`config.mk`:
```
export PLATFORM = sky130hd
export DESIGN_NAME = framed_speed_command_receiver
export DESIGN_NICKNAME = d
export VERILOG_FILES = /design/src/fscr_pkg.sv /design/src/fscr_core.sv /design/src/framed_speed_command_receiver.sv
export SDC_FILE = /design/constraint.sdc
export NUM_CORES = 1
export LEC_CHECK = 0
export ABC_AREA = 1
export BUFFER_PORTS_ARGS = -buffer_cell sky130_fd_sc_hd__buf_2
export CAP_MARGIN = 5
export CORE_MARGIN = 5
export CORE_UTILIZATION = 68
export CTS_BUF_LIST = sky130_fd_sc_hd__clkbuf_8
export DETAILED_ROUTE_END_ITERATION = 16
export PLACE_DENSITY = 0.94
export SLEW_MARGIN = 30
export SYNTH_ARGS = -nofsm -noshare
export SYNTH_HDL_FRONTEND = slang
export SYNTH_SLANG_ARGS = --single-unit
```
`constraint.sdc`:
```
create_clock -name clk_i -period 5 [get_ports clk_i]
set_input_delay 0.5 -clock clk_i [delete_from_list [all_inputs] [get_ports clk_i]]
set_output_delay 0.5 -clock clk_i [all_outputs]
set_load 0.03 [all_outputs]
```
`src/fscr_pkg.sv`:
```
package fscr_pkg;

  // Framing bytes, the speed command letter and the decimal digit range
  localparam logic [7:0] StxByte  = 8'h02;
  localparam logic [7:0] EtxByte  = 8'h03;
  localparam logic [7:0] SpeedCmd = 8'h53;
  localparam logic [7:0] DigitLo  = 8'h30;
  localparam logic [7:0] DigitHi  = 8'h39;

  // Reset values of the configuration and the drive outputs
  localparam logic [7:0] UnitIdReset = 8'h41;
  localparam logic [7:0] CompareOff  = 8'hFF;

  // Checksum rules
  localparam logic [12:0] ChecksumFloor = 13'd32;
  localparam logic [7:0]  ChecksumBias  = 8'd32;
  localparam logic [13:0] SumLimit      = 14'd8191;
  localparam logic [12:0] SumFoldBase   = 13'h1000;

  // Digit accumulation saturates here
  localparam logic [11:0] ValueSat = 12'd255;

  // One result item
  typedef struct packed {
    logic       frame_end;
    logic       check_ok;
    logic [7:0] pwm_compare;
    logic       direction_relay;
    logic       led_on;
  } fscr_result_t;

endpackage

```
`src/fscr_core.sv`:
```
module fscr_core #(
  parameter int MAX_MESSAGE_BYTES = 31
) (
  input  logic                 clk_i,
  input  logic                 rst_ni,
  input  logic                 en_i,
  input  logic [7:0]           rx_byte_i,
  input  logic [7:0]           unit_id_i,
  output fscr_pkg::fscr_result_t result_o
);
  import fscr_pkg::*;

  localparam logic [5:0] MaxCount = 6'(MAX_MESSAGE_BYTES);

  logic        capturing_q, capturing_d;
  logic [5:0]  count_q, count_d;
  logic        overflow_q, overflow_d;
  logic [12:0] sum_q, sum_d;
  logic [7:0]  last_q, last_d;
  logic [7:0]  val_prev_q, val_prev_d;
  logic [7:0]  val_q, val_d;
  logic [7:0]  first_q, first_d;
  logic [7:0]  third_q, third_d;
  logic [7:0]  compare_q, compare_d;
  logic        relay_q, relay_d;
  logic        led_q, led_d;

  logic [13:0] sum_add;
  logic [12:0] sum_next;
  logic        is_digit;
  logic [11:0] val_mac;
  logic [7:0]  val_next;
  logic [7:0]  check_calc;
  logic        close_ok;
  logic [7:0]  d0, d2;
  logic        addressed;
  logic        frame_end;

  // Fold the running sum so its low byte and the floor test stay exact
  assign sum_add  = {1'b0, sum_q} + {6'd0, last_q};
  assign sum_next = (sum_add > SumLimit) ? (SumFoldBase | {5'd0, sum_add[7:0]})
                                         : sum_add[12:0];

  // Accumulate a decimal digit, saturated
  assign is_digit = (rx_byte_i >= DigitLo) && (rx_byte_i <= DigitHi);
  assign val_mac  = {1'b0, val_q, 3'd0} + {3'd0, val_q, 1'b0}
                  + {4'd0, rx_byte_i - DigitLo};
  assign val_next = !is_digit ? val_q :
                    (val_mac > ValueSat) ? ValueSat[7:0] : val_mac[7:0];

  // Checksum and address test on the stored message
  assign check_calc = (sum_q < ChecksumFloor) ? (sum_q[7:0] + ChecksumBias) : sum_q[7:0];
  assign close_ok   = (count_q != 6'd0) && !overflow_q && (check_calc == last_q);
  assign d0         = (count_q >= 6'd2) ? first_q : 8'd0;
  assign d2         = (count_q >= 6'd4) ? third_q : 8'd0;
  assign addressed  = (d0 == unit_id_i) && (d2 == SpeedCmd);

  assign frame_end = en_i && capturing_q && (rx_byte_i == EtxByte);

  // Next state for one request
  always_comb begin
    capturing_d = capturing_q;
    count_d     = count_q;
    overflow_d  = overflow_q;
    sum_d       = sum_q;
    last_d      = last_q;
    val_prev_d  = val_prev_q;
    val_d       = val_q;
    first_d     = first_q;
    third_d     = third_q;
    compare_d   = compare_q;
    relay_d     = relay_q;
    led_d       = led_q;

    if (en_i) begin
      if (rx_byte_i == StxByte || frame_end) begin
        // Open or close a message: drop the captured bytes
        capturing_d = (rx_byte_i == StxByte);
        count_d     = '0;
        overflow_d  = 1'b0;
        sum_d       = '0;
        last_d      = '0;
        val_prev_d  = '0;
        val_d       = '0;
        first_d     = '0;
        third_d     = '0;
        if (frame_end) begin
          if (!close_ok) begin
            compare_d = CompareOff;
            led_d     = 1'b0;
          end else begin
            led_d = 1'b1;
            if (addressed) begin
              if (val_prev_q == 8'd0) begin
                compare_d = CompareOff;
              end else if (val_prev_q[7]) begin
                relay_d   = 1'b0;
                compare_d = ~{val_prev_q[6:0], 1'b0};
              end else begin
                relay_d   = 1'b1;
                compare_d = {val_prev_q[6:0], 1'b0};
              end
            end
          end
        end
      end else if (capturing_q && rx_byte_i != 8'd0) begin
        // Append a message byte, or mark the message overlong
        if (count_q >= MaxCount) begin
          overflow_d = 1'b1;
        end else begin
          if (count_q != 6'd0) begin
            sum_d = sum_next;
          end
          val_prev_d = val_q;
          val_d      = val_next;
          if (count_q == 6'd0) begin
            first_d = rx_byte_i;
          end
          if (count_q == 6'd2) begin
            third_d = rx_byte_i;
          end
          last_d  = rx_byte_i;
          count_d = count_q + 6'd1;
        end
      end
    end
  end

  always_ff @(posedge clk_i or negedge rst_ni) begin
    if (!rst_ni) begin
      capturing_q <= 1'b0;
      count_q     <= '0;
      overflow_q  <= 1'b0;
      sum_q       <= '0;
      last_q      <= '0;
      val_prev_q  <= '0;
      val_q       <= '0;
      first_q     <= '0;
      third_q     <= '0;
      compare_q   <= CompareOff;
      relay_q     <= 1'b0;
      led_q       <= 1'b0;
    end else begin
      capturing_q <= capturing_d;
      count_q     <= count_d;
      overflow_q  <= overflow_d;
      sum_q       <= sum_d;
      last_q      <= last_d;
      val_prev_q  <= val_prev_d;
      val_q       <= val_d;
      first_q     <= first_d;
      third_q     <= third_d;
      compare_q   <= compare_d;
      relay_q     <= relay_d;
      led_q       <= led_d;
    end
  end

  // Result for the byte being processed
  assign result_o.frame_end       = frame_end;
  assign result_o.check_ok        = frame_end && close_ok;
  assign result_o.pwm_compare     = compare_d;
  assign result_o.direction_relay = relay_d;
  assign result_o.led_on          = led_d;

endmodule

```
`src/framed_speed_command_receiver.sv`:
```
// An accepted byte reaches its result through the input register and then the result register.
// Throughput: one byte per cycle while the output is not stalled; every byte gives exactly one result.
// The message state updates as a byte moves from the input register to the result register.
// Reset (rst_ni low, asynchronous): no message open, unit ID 0x41,
// compare 255 (motor off), relay and LED off, both pipeline registers empty.
module framed_speed_command_receiver #(
  parameter int MAX_MESSAGE_BYTES = 31
) (
  input  logic       clk_i,
  input  logic       rst_ni,
  input  logic       in_valid_i,
  output logic       in_stall_o,
  input  logic [7:0] rx_byte_i,
  output logic       out_valid_o,
  input  logic       out_stall_i,
  output logic       frame_end_o,
  output logic       check_ok_o,
  output logic [7:0] pwm_compare_o,
  output logic       direction_relay_o,
  output logic       led_on_o,
  input  logic       cfg_we_i,
  input  logic [7:0] cfg_wdata_i
);
  import fscr_pkg::*;

  logic         in_valid_q;
  logic [7:0]   in_byte_q;
  logic         out_valid_q;
  fscr_result_t out_q;
  fscr_result_t result;
  logic [7:0]   unit_id_q;
  logic         advance;
  logic         accept;

  // Move the held request on when the result register is free or drains
  assign advance    = in_valid_q && (!out_valid_q || !out_stall_i);
  assign in_stall_o = in_valid_q && !advance;
  assign accept     = in_valid_i && !in_stall_o;

  // Hold the configured unit ID
  always_ff @(posedge clk_i or negedge rst_ni) begin
    if (!rst_ni) begin
      unit_id_q <= UnitIdReset;
    end else if (cfg_we_i) begin
      unit_id_q <= cfg_wdata_i;
    end
  end

  // Input register
  always_ff @(posedge clk_i or negedge rst_ni) begin
    if (!rst_ni) begin
      in_valid_q <= 1'b0;
    end else if (accept) begin
      in_valid_q <= 1'b1;
    end else if (advance) begin
      in_valid_q <= 1'b0;
    end
  end

  always_ff @(posedge clk_i) begin
    if (accept) begin
      in_byte_q <= rx_byte_i;
    end
  end

  fscr_core #(
    .MAX_MESSAGE_BYTES(MAX_MESSAGE_BYTES)
  ) u_core (
    .clk_i    (clk_i),
    .rst_ni   (rst_ni),
    .en_i     (advance),
    .rx_byte_i(in_byte_q),
    .unit_id_i(unit_id_q),
    .result_o (result)
  );

  // Result register
  always_ff @(posedge clk_i or negedge rst_ni) begin
    if (!rst_ni) begin
      out_valid_q <= 1'b0;
    end else if (advance) begin
      out_valid_q <= 1'b1;
    end else if (!out_stall_i) begin
      out_valid_q <= 1'b0;
    end
  end

  always_ff @(posedge clk_i) begin
    if (advance) begin
      out_q <= result;
    end
  end

  assign out_valid_o       = out_valid_q;
  assign frame_end_o       = out_q.frame_end;
  assign check_ok_o        = out_q.check_ok;
  assign pwm_compare_o     = out_q.pwm_compare;
  assign direction_relay_o = out_q.direction_relay;
  assign led_on_o          = out_q.led_on;

endmodule

```
==> results of run 1 <==
-- cell families after synthesis --
| logic type | Yosys count | synth area share |
|---|---|---|
| simple gates | 289 | 0.2353 |
| flops | 101 | 0.4692 |
| buf+inv | 105 | 0.07449 |
| compound gates | 101 | 0.09807 |
| xor+xnor | 22 | 0.03425 |
| fa+ha+maj | 33 | 0.08272 |
| mux | 3 | 0.006004 |
-- metrics by stage --
stage | power [W] | cell area [um2] | setup WS (ns) | instances
2_1_floorplan | 0.001691 | 5627 | 2.188 | 654
3_3_place_gp | 0.001840 | 5874 | 1.924 | 784
3_5_place_dp | 0.001898 | 5902 | 1.813 | 785
4_1_cts | 0.002394 | 6086 | 1.767 | 801
5_1_grt | 0.002568 | 6086 | 1.508 | 801
6_report | 0.002414 | 6086 | 1.737 | 801
-- path summary, 6_finish.rpt --
check | from | to | slack, ns | depth (start not counted)
worst max-delay path | in_byte_q[4] | u_core.val_q[3] | 1.74 | 13
worst min-delay path | rst_ni | in_valid_q | 0.03 | 1
worst max register to register | in_byte_q[4] | u_core.val_q[3] | 1.74 | 13
worst min register to register | u_core.sum_q[0] | u_core.sum_q[0] | 0.49 | 2
max in group asynchronous | rst_ni | unit_id_q[0] | 4.32 | 2
min in group clk_i | rx_byte_i[3] | in_byte_q[3] | 0.29 | 1
-- flip-flops by register name, indices dropped and copies added, names as in the netlist, 6 cells and up --
signal and flops:
u_core.count_q 6, in_byte_q 8, u_core.val_prev_q 8, u_core.last_q 8, u_core.first_q 8, unit_id_q 8, u_core.compare_q 8, u_core.third_q 8
u_core.sum_q 13, pwm_compare_o 8, u_core.val_q 8
-- layer usage --
| layer | GRT usage | vias up | share of wire |
|---|---|---|---|
| li1 | - | 2200 | - |
| met1 | 0.3461 | 2250 | 0.40 |
| met2 | 0.4633 | 225 | 0.49 |
| met3 | 0.06228 | 42 | 0.076 |
| met4 | 0.09407 | 0 | 0.030 |
| met5 | 0 | - | 0 |
-- Yosys cell counts (2+ instances only) --
cell type | instances | area, um2
nand2_1 | 158 | 593.1
o22ai_1 | 9 | 56.30
mux2_2 | 3 | 33.78
a21o_1 | 3 | 22.52
inv_1 | 93 | 349.1
nand3b_1 | 3 | 22.52
nor2_4 | 3 | 33.78
edfxtp_1 | 20 | 600.6
xor2_1 | 15 | 131.4
dfstp_2 | 10 | 262.8
fa_1 | 7 | 140.1
nor3_1 | 7 | 35.03
clkbuf_1 | 3 | 11.26
buf_2 | 3 | 15.01
xnor2_1 | 7 | 61.31
nand3_1 | 50 | 250.2
nor2_1 | 46 | 172.7
o21ai_2 | 3 | 26.28
dfrtp_1 | 71 | 1777
nand2_8 | 3 | 60.06
o21ai_1 | 20 | 100.1
o21ai_0 | 28 | 140.1
ha_1 | 26 | 325.3
a21oi_1 | 32 | 160.2
inv_2 | 2 | 7.510
buf_6 | 2 | 22.52
nand4_1 | 10 | 62.56
-- power groups by stage --
stage	Combinational, W	Sequential (W)	Clock (W)
3_3_place_gp	0.000725	0.00111	0
3_5_place_dp	0.000777	0.00112	0
6_report	0.000798	0.00111	0.000502
4_1_cts	0.000786	0.00111	0.000499
5_1_grt	0.000905	0.00113	0.000535
2_1_floorplan	0.000607	0.00108	0
-- worst max-delay path, cell delays in order (launching register included) --
cell      delay (ns)
edfxtp_1        0.49
ha_1            0.30
xor2_1          0.18
fa_1            0.51
inv_1           0.05
ha_1            0.34
a21oi_1         0.19
o21ai_0         0.14
nand2_1         0.08
nand4_1         0.07
nor2_1          0.51
nand3_1         0.17
nand2_1         0.09
nand2_1         0.05
-- cell type report --
| cell class | count | area, um2 |
|---|---|---|
| Sequential cell | 101 | 2640 |
| Inverter | 96 | 362.8 |
| Timing Repair Buffer | 35 | 200.2 |
| Tap cell | 105 | 131.4 |
| Clock buffer | 9 | 123.9 |
| Fill cell | 539 | 2048 |
| Multi-Input combinational cell | 448 | 2567 |
| Clock inverter | 7 | 60.06 |
==> impl_metrics.py, run 1 <==
metrics = {
    "finish": {
        "n_antenna_cell": 0,
        "area_growth_pct": 8.161,
        "final_layout_size_suffix_gt1_frac": 0.1193,
        "fin_util": 0.7482,
        "fin_nets": 745,
        "mostFrequentLayoutCells": "nand2_1 (158), inv_1 (94), dfrtp_1 (71)",
        "layout_commonest_cell": "nand2_1",
    },
    "synthesis": {
        "avgSynthCellArea_um2": 8.603,
        "synth_edf_count": 20,
        "post_synth_instance_area_um2": 5627,
        "yosysWarningCount": 0,
        "yosysSeqAreaShare": 0.4692,
        "synth_cell_types": 44,
        "syn-instance-count": 654,
        "yosys_register_bits": 101,
        "synthesis.nets": 708,
        "ys.flop_type": "dfrtp_1",
        "async_flop_share": 0.8020,
    },
    "clocking": {
        "cts_buffers": 9,
        "cts-htree-levels": 3,
        "cts_hold_buf": 0,
        "tritoncts": "yes",
        "clock_latency_ns": 0.38,
        "cts_setup_buffers": 0,
        "path_clk_slew_ns": 0.10,
        "cts.sinks": 101,
        "cts_root_buf": "clkbuf_8",
        "ctsResizeCount": 0,
        "cts_buffer_depth": 2,
    },
    "timing": {
        "slew-limit-headroom": 0.5711,
        "hold_viol": 0,
        "period_minus_slack_ns": 3.263,
        "tightest_slew_ns": 0.6432,
        "slew_violations": 0,
        "setup_viol": 0,
        "skew_ns": 0.01094,
        "finalCritPeriodShare": 0.6526,
        "finalSetupTns_ns": 0,
        "hold-worst-slack_ns": 0.03382,
        "rsz0062_at_grt": "false",
        "fmax_mhz": 306.5,
    },
    "power": {
        "power_frac_clock": 0.208,
        "ir_drop_mv": 0.2241,
        "seqPwrFrac": 0.462,
        "netSwitchingFraction": 0.3934,
        "power_leakage_nw": 3.034,
        "power.internal_w": 0.001465,
        "power.density_nw_per_um2": 396.7,
        "comb_power_share": 0.331,
        "p_sw_w": 0.0009496,
    },
    "worst_setup_path": {
        "worstSetupPathType": "reg2reg",
        "worstPathRequired_ns": 5.27,
        "crit_fanout": 8,
        "end_kind": "flip-flop",
        "critPathLaunchType": "flip-flop",
        "critPathArrivalTime_ns": 3.53,
    },
    "grt": {
        "overflow": 0,
        "grt_pass1_wl_um": 21830,
        "track_usage": 0.2735,
        "grt_pass1_vias": 4606,
        "grt_max_degree": 55,
        "antenna_found_initial": 0,
    },
    "routing": {
        "vias": 4717,
        "drt-initial-drc-count": 439,
        "drt-total-wl_um": 13250,
        "routed_via_density": 5.889,
        "drc_errors": 0,
        "post_drt_wl_per_cell_um": 16.54,
        "ant_nets": 0,
        "dr.pass1.iters": 6,
    },
    "placed_design": {
        "port-buffer-count": 34,
        "place.gp.congestion": 0.9397,
        "dp_hpwl_um": 9517,
    },
    "floorplan": {
        "die_x_um": 101.0,
        "core-area_um2": 8134,
        "num_rows": 33,
        "die_y_um": 101.0,
        "num_io_pins": 35,
        "start_util": 0.6917,
        "die_area_um2": 10190,
    },
    "min_path": {
        "hp-class": "in2async",
    },
    "flow_run": {
        "drv_cap": 0,
    },
    "run_status": {
        "run_status": "finished clean",
    },
}
(Power assumes the default switching activity.)
==> run 2: changes to the inputs <==
- CORE_UTILIZATION: 68 -> 63
- PLACE_DENSITY: 0.94 -> 0.88
- clock period: 5 -> 3.39 ns (I/O delays scaled with it)
==> impl_metrics.py, run 2 (synthesis results as in run 1) <==
metrics = {
    "timing": {
        "slew-limit-headroom": 0.5945,
        "period_minus_slack_ns": 3.055,
        "tightest_slew_ns": 0.6082,
        "finalSetupTns_ns": 0,
        "rsz0062_at_grt": "false",
        "layout_setup_ws_ns": 0.3350,
        "fmax_mhz": 327.3,
        "setup_viol": 0,
        "hold_viol": 0,
        "finalCritPeriodShare": 0.9012,
        "skew_ns": 0.01042,
        "slew_violations": 0,
    },
    "power": {
        "power.density_nw_per_um2": 576.3,
        "comb_power_share": 0.330,
        "netSwitchingFraction": 0.3867,
        "power.internal_w": 0.002160,
        "power_leakage_nw": 3.038,
        "seqPwrFrac": 0.467,
        "ir_drop_mv": 0.2547,
        "power.total_w": 0.003521,
        "p_sw_w": 0.001362,
        "power_frac_clock": 0.203,
    },
    "worst_setup_path": {
        "end_kind": "flip-flop",
        "reg2reg_from": "in_byte_q[4]",
        "r2r-end": "u_core.val_q[0]",
        "crit_fanout": 8,
        "worstPathRequired_ns": 3.66,
        "cp-startpoint": "in_byte_q[4]",
        "critPathLaunchType": "flip-flop",
        "rrSetupSlack_ns": 0.34,
        "critPathArrivalTime_ns": 3.32,
        "r2r_cells": 13,
        "worstSetupPathType": "reg2reg",
    },
    "finish": {
        "mostFrequentLayoutCells": "nand2_1 (158), inv_1 (93), dfrtp_1 (71)",
        "fin_nets": 747,
        "fin_util": 0.7006,
        "final_layout_size_suffix_gt1_frac": 0.1232,
        "largest_reg_flops": 13,
        "layout_commonest_cell": "nand2_1",
        "n_antenna_cell": 0,
        "area_growth_pct": 8.584,
        "largest-register": "u_core.sum_q",
    },
    "routing": {
        "routed_via_density": 5.589,
        "ant_nets": 0,
        "vias": 4505,
        "drc_errors": 0,
        "dr.pass1.iters": 5,
        "post_drt_wl_per_cell_um": 15.07,
        "drt-initial-drc-count": 354,
        "drt-total-wl_um": 12150,
    },
    "min_path": {
        "min_to": "in_byte_q[7]",
        "hp-class": "in2reg",
        "min_path_cells": 1,
        "hold_start": "rx_byte_i[7]",
    },
    "grt": {
        "grt_pass1_vias": 4399,
        "antenna_found_initial": 0,
        "grt_pass1_wl_um": 20930,
        "overflow": 0,
        "track_usage": 0.2311,
        "grt_max_degree": 54,
    },
    "floorplan": {
        "num_io_pins": 35,
        "start_util": 0.6452,
        "die_x_um": 104.5,
        "die_area_um2": 10920,
        "core-area_um2": 8721,
        "num_rows": 34,
        "die_y_um": 104.5,
    },
    "clocking": {
        "clock_latency_ns": 0.37,
        "path_clk_slew_ns": 0.10,
        "cts_root_buf": "clkbuf_8",
        "cts.sinks": 101,
        "cts-htree-levels": 3,
        "cts_buffers": 9,
        "cts_setup_buffers": 0,
        "cts_buffer_depth": 2,
        "tritoncts": "yes",
    },
    "placed_design": {
        "port-buffer-count": 34,
        "place.gp.congestion": 0.9005,
        "dp_slack_ns": 0.2674,
        "dp_hpwl_um": 9168,
    },
    "flow_run": {
        "drv_cap": 0,
    },
    "run_status": {
        "run_status": "finished clean",
    },
}
==> run 2: per-stage QoR <==
step | instances | hold WS [ns] | instance area (um2)
2_1_floorplan | 654 | 0.04341 | 5627
3_3_place_gp | 788 | 0.4661 | 5886
3_5_place_dp | 789 | 0.2984 | 5913
4_1_cts | 806 | 0.1221 | 6105
5_1_grt | 806 | 0.1162 | 6110
6_report | 806 | 0.1337 | 6110
==> run 2: layout make-up <==
class	count	area, um2
flip-flops and latches	101	2640
fillers	671	2611
multi-input cells	448	2572
inverters	96	362.8
repair buffers	37	217.7
well taps	108	135.1
clock buffers	9	123.9
clock inverters	7	57.56
==> run 2: power by group through the flow <==
stage | Combinational (W) | Sequential, W | Clock, W
3_5_place_dp | 0.00113 | 0.00165 | 0
3_3_place_gp | 0.00108 | 0.00165 | 0
4_1_cts | 0.00115 | 0.00164 | 0.000723
5_1_grt | 0.00133 | 0.00167 | 0.000768
2_1_floorplan | 0.000895 | 0.00160 | 0
6_report | 0.00116 | 0.00165 | 0.000713
==> run 2: worst max-delay path, stage by stage (launching register included) <==
cell and delay, ns:
edfxtp_1 0.49, ha_1 0.29, xor2_1 0.17, fa_1 0.49, inv_1 0.04, ha_1 0.34, a21oi_1 0.22, o21ai_0 0.14
nand2_1 0.08, nand4_1 0.10, nor2_2 0.29, nand3_1 0.15, nand2_1 0.09, nand2_1 0.04
==> run 2: what timing repair did <==
action | 4_1_cts | 5_1_grt
endpoints found under the hold margin | 22 | 0
resized for setup | 0 | 2
hold buffers | 1 | 0
endpoints found under the setup margin | 0 | 7
==> run 2: metal layers <==
layer / vias up / part of all wire / track usage
met4: 0 / 0.019 / 0.06753
met2: 144 / 0.49 / 0.3810
met5: - / 0 / 0
met3: 26 / 0.062 / 0.04904
li1: 2219 / - / -
met1: 2116 / 0.43 / 0.3092
==> run 2: how the worst max path moves through the flow <==
stage / to / cells past startpoint
finish: u_core.val_q[0] / 13
global route: u_core.val_q[0] / 16
floorplan: u_core.val_q[0] / 13
global placement: u_core.val_q[0] / 13
CTS: u_core.val_q[0] / 13
detailed placement: u_core.val_q[0] / 13
==> run 3: changes to the inputs <==
- CELL_PAD_IN_SITES_DETAIL_PLACEMENT: not set -> 1
- CELL_PAD_IN_SITES_GLOBAL_PLACEMENT: not set -> 1
- CORE_UTILIZATION: 63 -> 48
- SYNTH_HIERARCHICAL: not set -> 1
==> impl_metrics.py, run 3 <==
metrics = {
    "run_status": {
        "run_status": "finished, violations left",
        "failed_checks": "hold timing",
    },
    "timing": {
        "tightest_slew_ns": 0.7745,
        "rsz0062_at_grt": "false",
        "hold_viol": 11,
        "finalSetupTns_ns": 0,
        "layout_setup_ws_ns": 0.4361,
        "period_minus_slack_ns": 2.954,
        "finalCritPeriodShare": 0.8714,
        "skew_ns": 0.01671,
        "setup_viol": 0,
        "slew-limit-headroom": 0.4836,
        "hold-worst-slack_ns": -0.02193,
        "slew_violations": 0,
        "fmax_mhz": 338.5,
    },
    "grt": {
        "grt_max_degree": 82,
        "grt_pass1_wl_um": 24140,
        "track_usage": 0.2134,
        "overflow": 0,
        "antenna_found_initial": 0,
        "grt_pass1_vias": 4839,
    },
    "placed_design": {
        "place.gp.congestion": 0.8503,
        "dp_slack_ns": 0.5260,
        "port-buffer-count": 34,
        "dp_hpwl_um": 10700,
    },
    "routing": {
        "drc_errors": 0,
        "routed_via_density": 5.303,
        "drt-total-wl_um": 14460,
        "ant_nets": 0,
        "vias": 4476,
        "dr.pass1.iters": 4,
        "drt-initial-drc-count": 205,
        "post_drt_wl_per_cell_um": 17.13,
    },
    "synthesis": {
        "avgSynthCellArea_um2": 8.493,
        "synth_xor_area_frac": 0.02808,
        "synth_largest_area_cell": "dfrtp_1",
        "synthesis.nets": 716,
        "synth_cell_types": 43,
        "synth_edf_count": 20,
        "post_synth_instance_area_um2": 5614,
        "yosys_register_bits": 101,
        "synth_top_family_by_area": "simple AND/OR/NAND/NOR gates",
        "yosysSeqAreaShare": 0.4702,
        "syn-instance-count": 661,
        "synth_top_area_frac": 0.3165,
        "ys.flop_type": "dfrtp_1",
        "synth_compound_area_frac": 0.08714,
        "yosysWarningCount": 6,
        "synthMuxAreaShare": 0,
        "async_flop_share": 0.8020,
        "synth_commonest_cells": "nand2_1 (175), inv_1 (102), dfrtp_1 (71)",
        "synth_fa_ha_area_frac": 0.08513,
        "yosysMostFrequentCell": "nand2_1",
        "synthSimpleGateAreaFrac": 0.2414,
        "synthTopCellsByArea": "dfrtp_1 (32%), nand2_1 (12%), edfxtp_1 (11%)",
    },
    "finish": {
        "final_layout_size_suffix_gt1_frac": 0.1270,
        "seq_area_um2": 2640,
        "layout_commonest_cell": "nand2_1",
        "area_growth_pct": 8.915,
        "n_antenna_cell": 0,
        "nFillCells": 1401,
        "mostFrequentLayoutCells": "nand2_1 (175), inv_1 (103), dfrtp_1 (71)",
        "multi_input_area_um2": 2484,
        "largest_reg_flops": 13,
        "largest-register": "u_core/sum_q",
        "fin_nets": 751,
    },
    "floorplan": {
        "die_x_um": 118.2,
        "start_util": 0.4917,
        "core-area_um2": 11420,
        "num_io_pins": 35,
        "die_y_um": 118.2,
        "die_area_um2": 13960,
        "num_rows": 39,
    },
    "clocking": {
        "path_clk_slew_ns": 0.09,
        "cts-htree-levels": 3,
        "ctsResizeCount": 0,
        "cts_buffers": 9,
        "tritoncts": "yes",
        "cts_setup_buffers": 0,
        "clock_latency_ns": 0.38,
        "cts_buffer_depth": 2,
        "cts_root_buf": "clkbuf_8",
        "cts_hold_buf": 0,
        "cts.sinks": 101,
    },
    "worst_setup_path": {
        "cp_slowest_cell": "fa_1",
        "end_kind": "flip-flop",
        "crit_chain": "fa_1, inv_1, fa_1, nor2_1, o21ai_0, o31a_1, nor2_1, nand3_1, nand2_1, nand2_1",
        "worstSetupPathType": "reg2reg",
        "cp_slowest_stage_delay_ns": 0.58,
        "crit_family": "adder cells",
        "critPathArrivalTime_ns": 3.23,
        "critPathLaunchType": "flip-flop",
        "rrSetupSlack_ns": 0.44,
        "crit_fanout": 8,
        "cp_num_buf_inv": 1,
        "worstPathRequired_ns": 3.66,
    },
    "power": {
        "ir_drop_mv": 0.5221,
        "power.density_nw_per_um2": 826.4,
        "power_leakage_nw": 3.060,
        "power.total_w": 0.005053,
    },
    "flow_run": {
        "drv_cap": 0,
    },
    "min_path": {
        "hp-class": "in2async",
    },
}
-- run 3: changes by cell type after synthesis, moves of 3 or more --
cell / before / now
a21oi_1: 32 / 17
buf_4: 1 / 5
inv_1: 93 / 102
mux2_2: 3 / 0
nand2_1: 158 / 175
nand2_2: 1 / 5
nand3_1: 50 / 57
nand3b_1: 3 / 7
nand4_1: 10 / 5
nor2_1: 46 / 33
o21ai_0: 28 / 34
o22ai_1: 9 / 2
xor2_1: 15 / 9
-- run 3: path summary, 6_finish.rpt --
check                               startpoint           endpoint  depth (start not counted)
max in group asynchronous               rst_ni  u_core/first_q[1]                          1
min in group clk_i                rx_byte_i[2]       in_byte_q[2]                          1
worst min register to register  u_core/relay_q     u_core/relay_q                          2
worst min-delay path                    rst_ni   u_core/sum_q[12]                          1
worst max-delay path              in_byte_q[3]    u_core/val_q[0]                         10
worst max register to register    in_byte_q[3]    u_core/val_q[0]                         10
-- run 3: stage by stage --
step	cell area, um2	utilization	std cells
floorplan	5614	-	661
global placement	5911	0.5176	828
detailed placement	5914	0.5180	828
CTS	6115	0.5355	844
global route	6115	0.5355	844
finish	6115	0.5355	844
-- run 3: logic make-up after synthesis --
kind of cell / after synthesis
AO/OA/AOI/OAI: 87
flip-flops: 101
adder cells (fa/ha/maj): 34
XOR/XNOR: 18
buffers and inverters: 121
AND/OR/NAND/NOR: 300
-- run 3: cell type report --
cell class / count / area share
clock buffers: 10 / 0.02251
clock inverters: 6 / 0.01023
inverters: 106 / 0.06507
multi-input cells: 439 / 0.4062
flip-flops and latches: 101 / 0.4318
well taps: 143 / 0.02926
repair buffers: 39 / 0.03499
-- run 3: routing by layer --
metal  GRT usage  up-vias  part of all wire
met5           0        -                 0
met4     0.06882        0             0.018
met3     0.05301       20             0.038
met2      0.3685       71              0.52
met1      0.2623     2206              0.43
li1            -     2179                 -
-- run 3: power breakdown --
part / internal, W / switching (W)
combinational: 0.000876 / 0.00147
sequential: 0.00158 / 0.000339
clock: 0.000362 / 0.000430
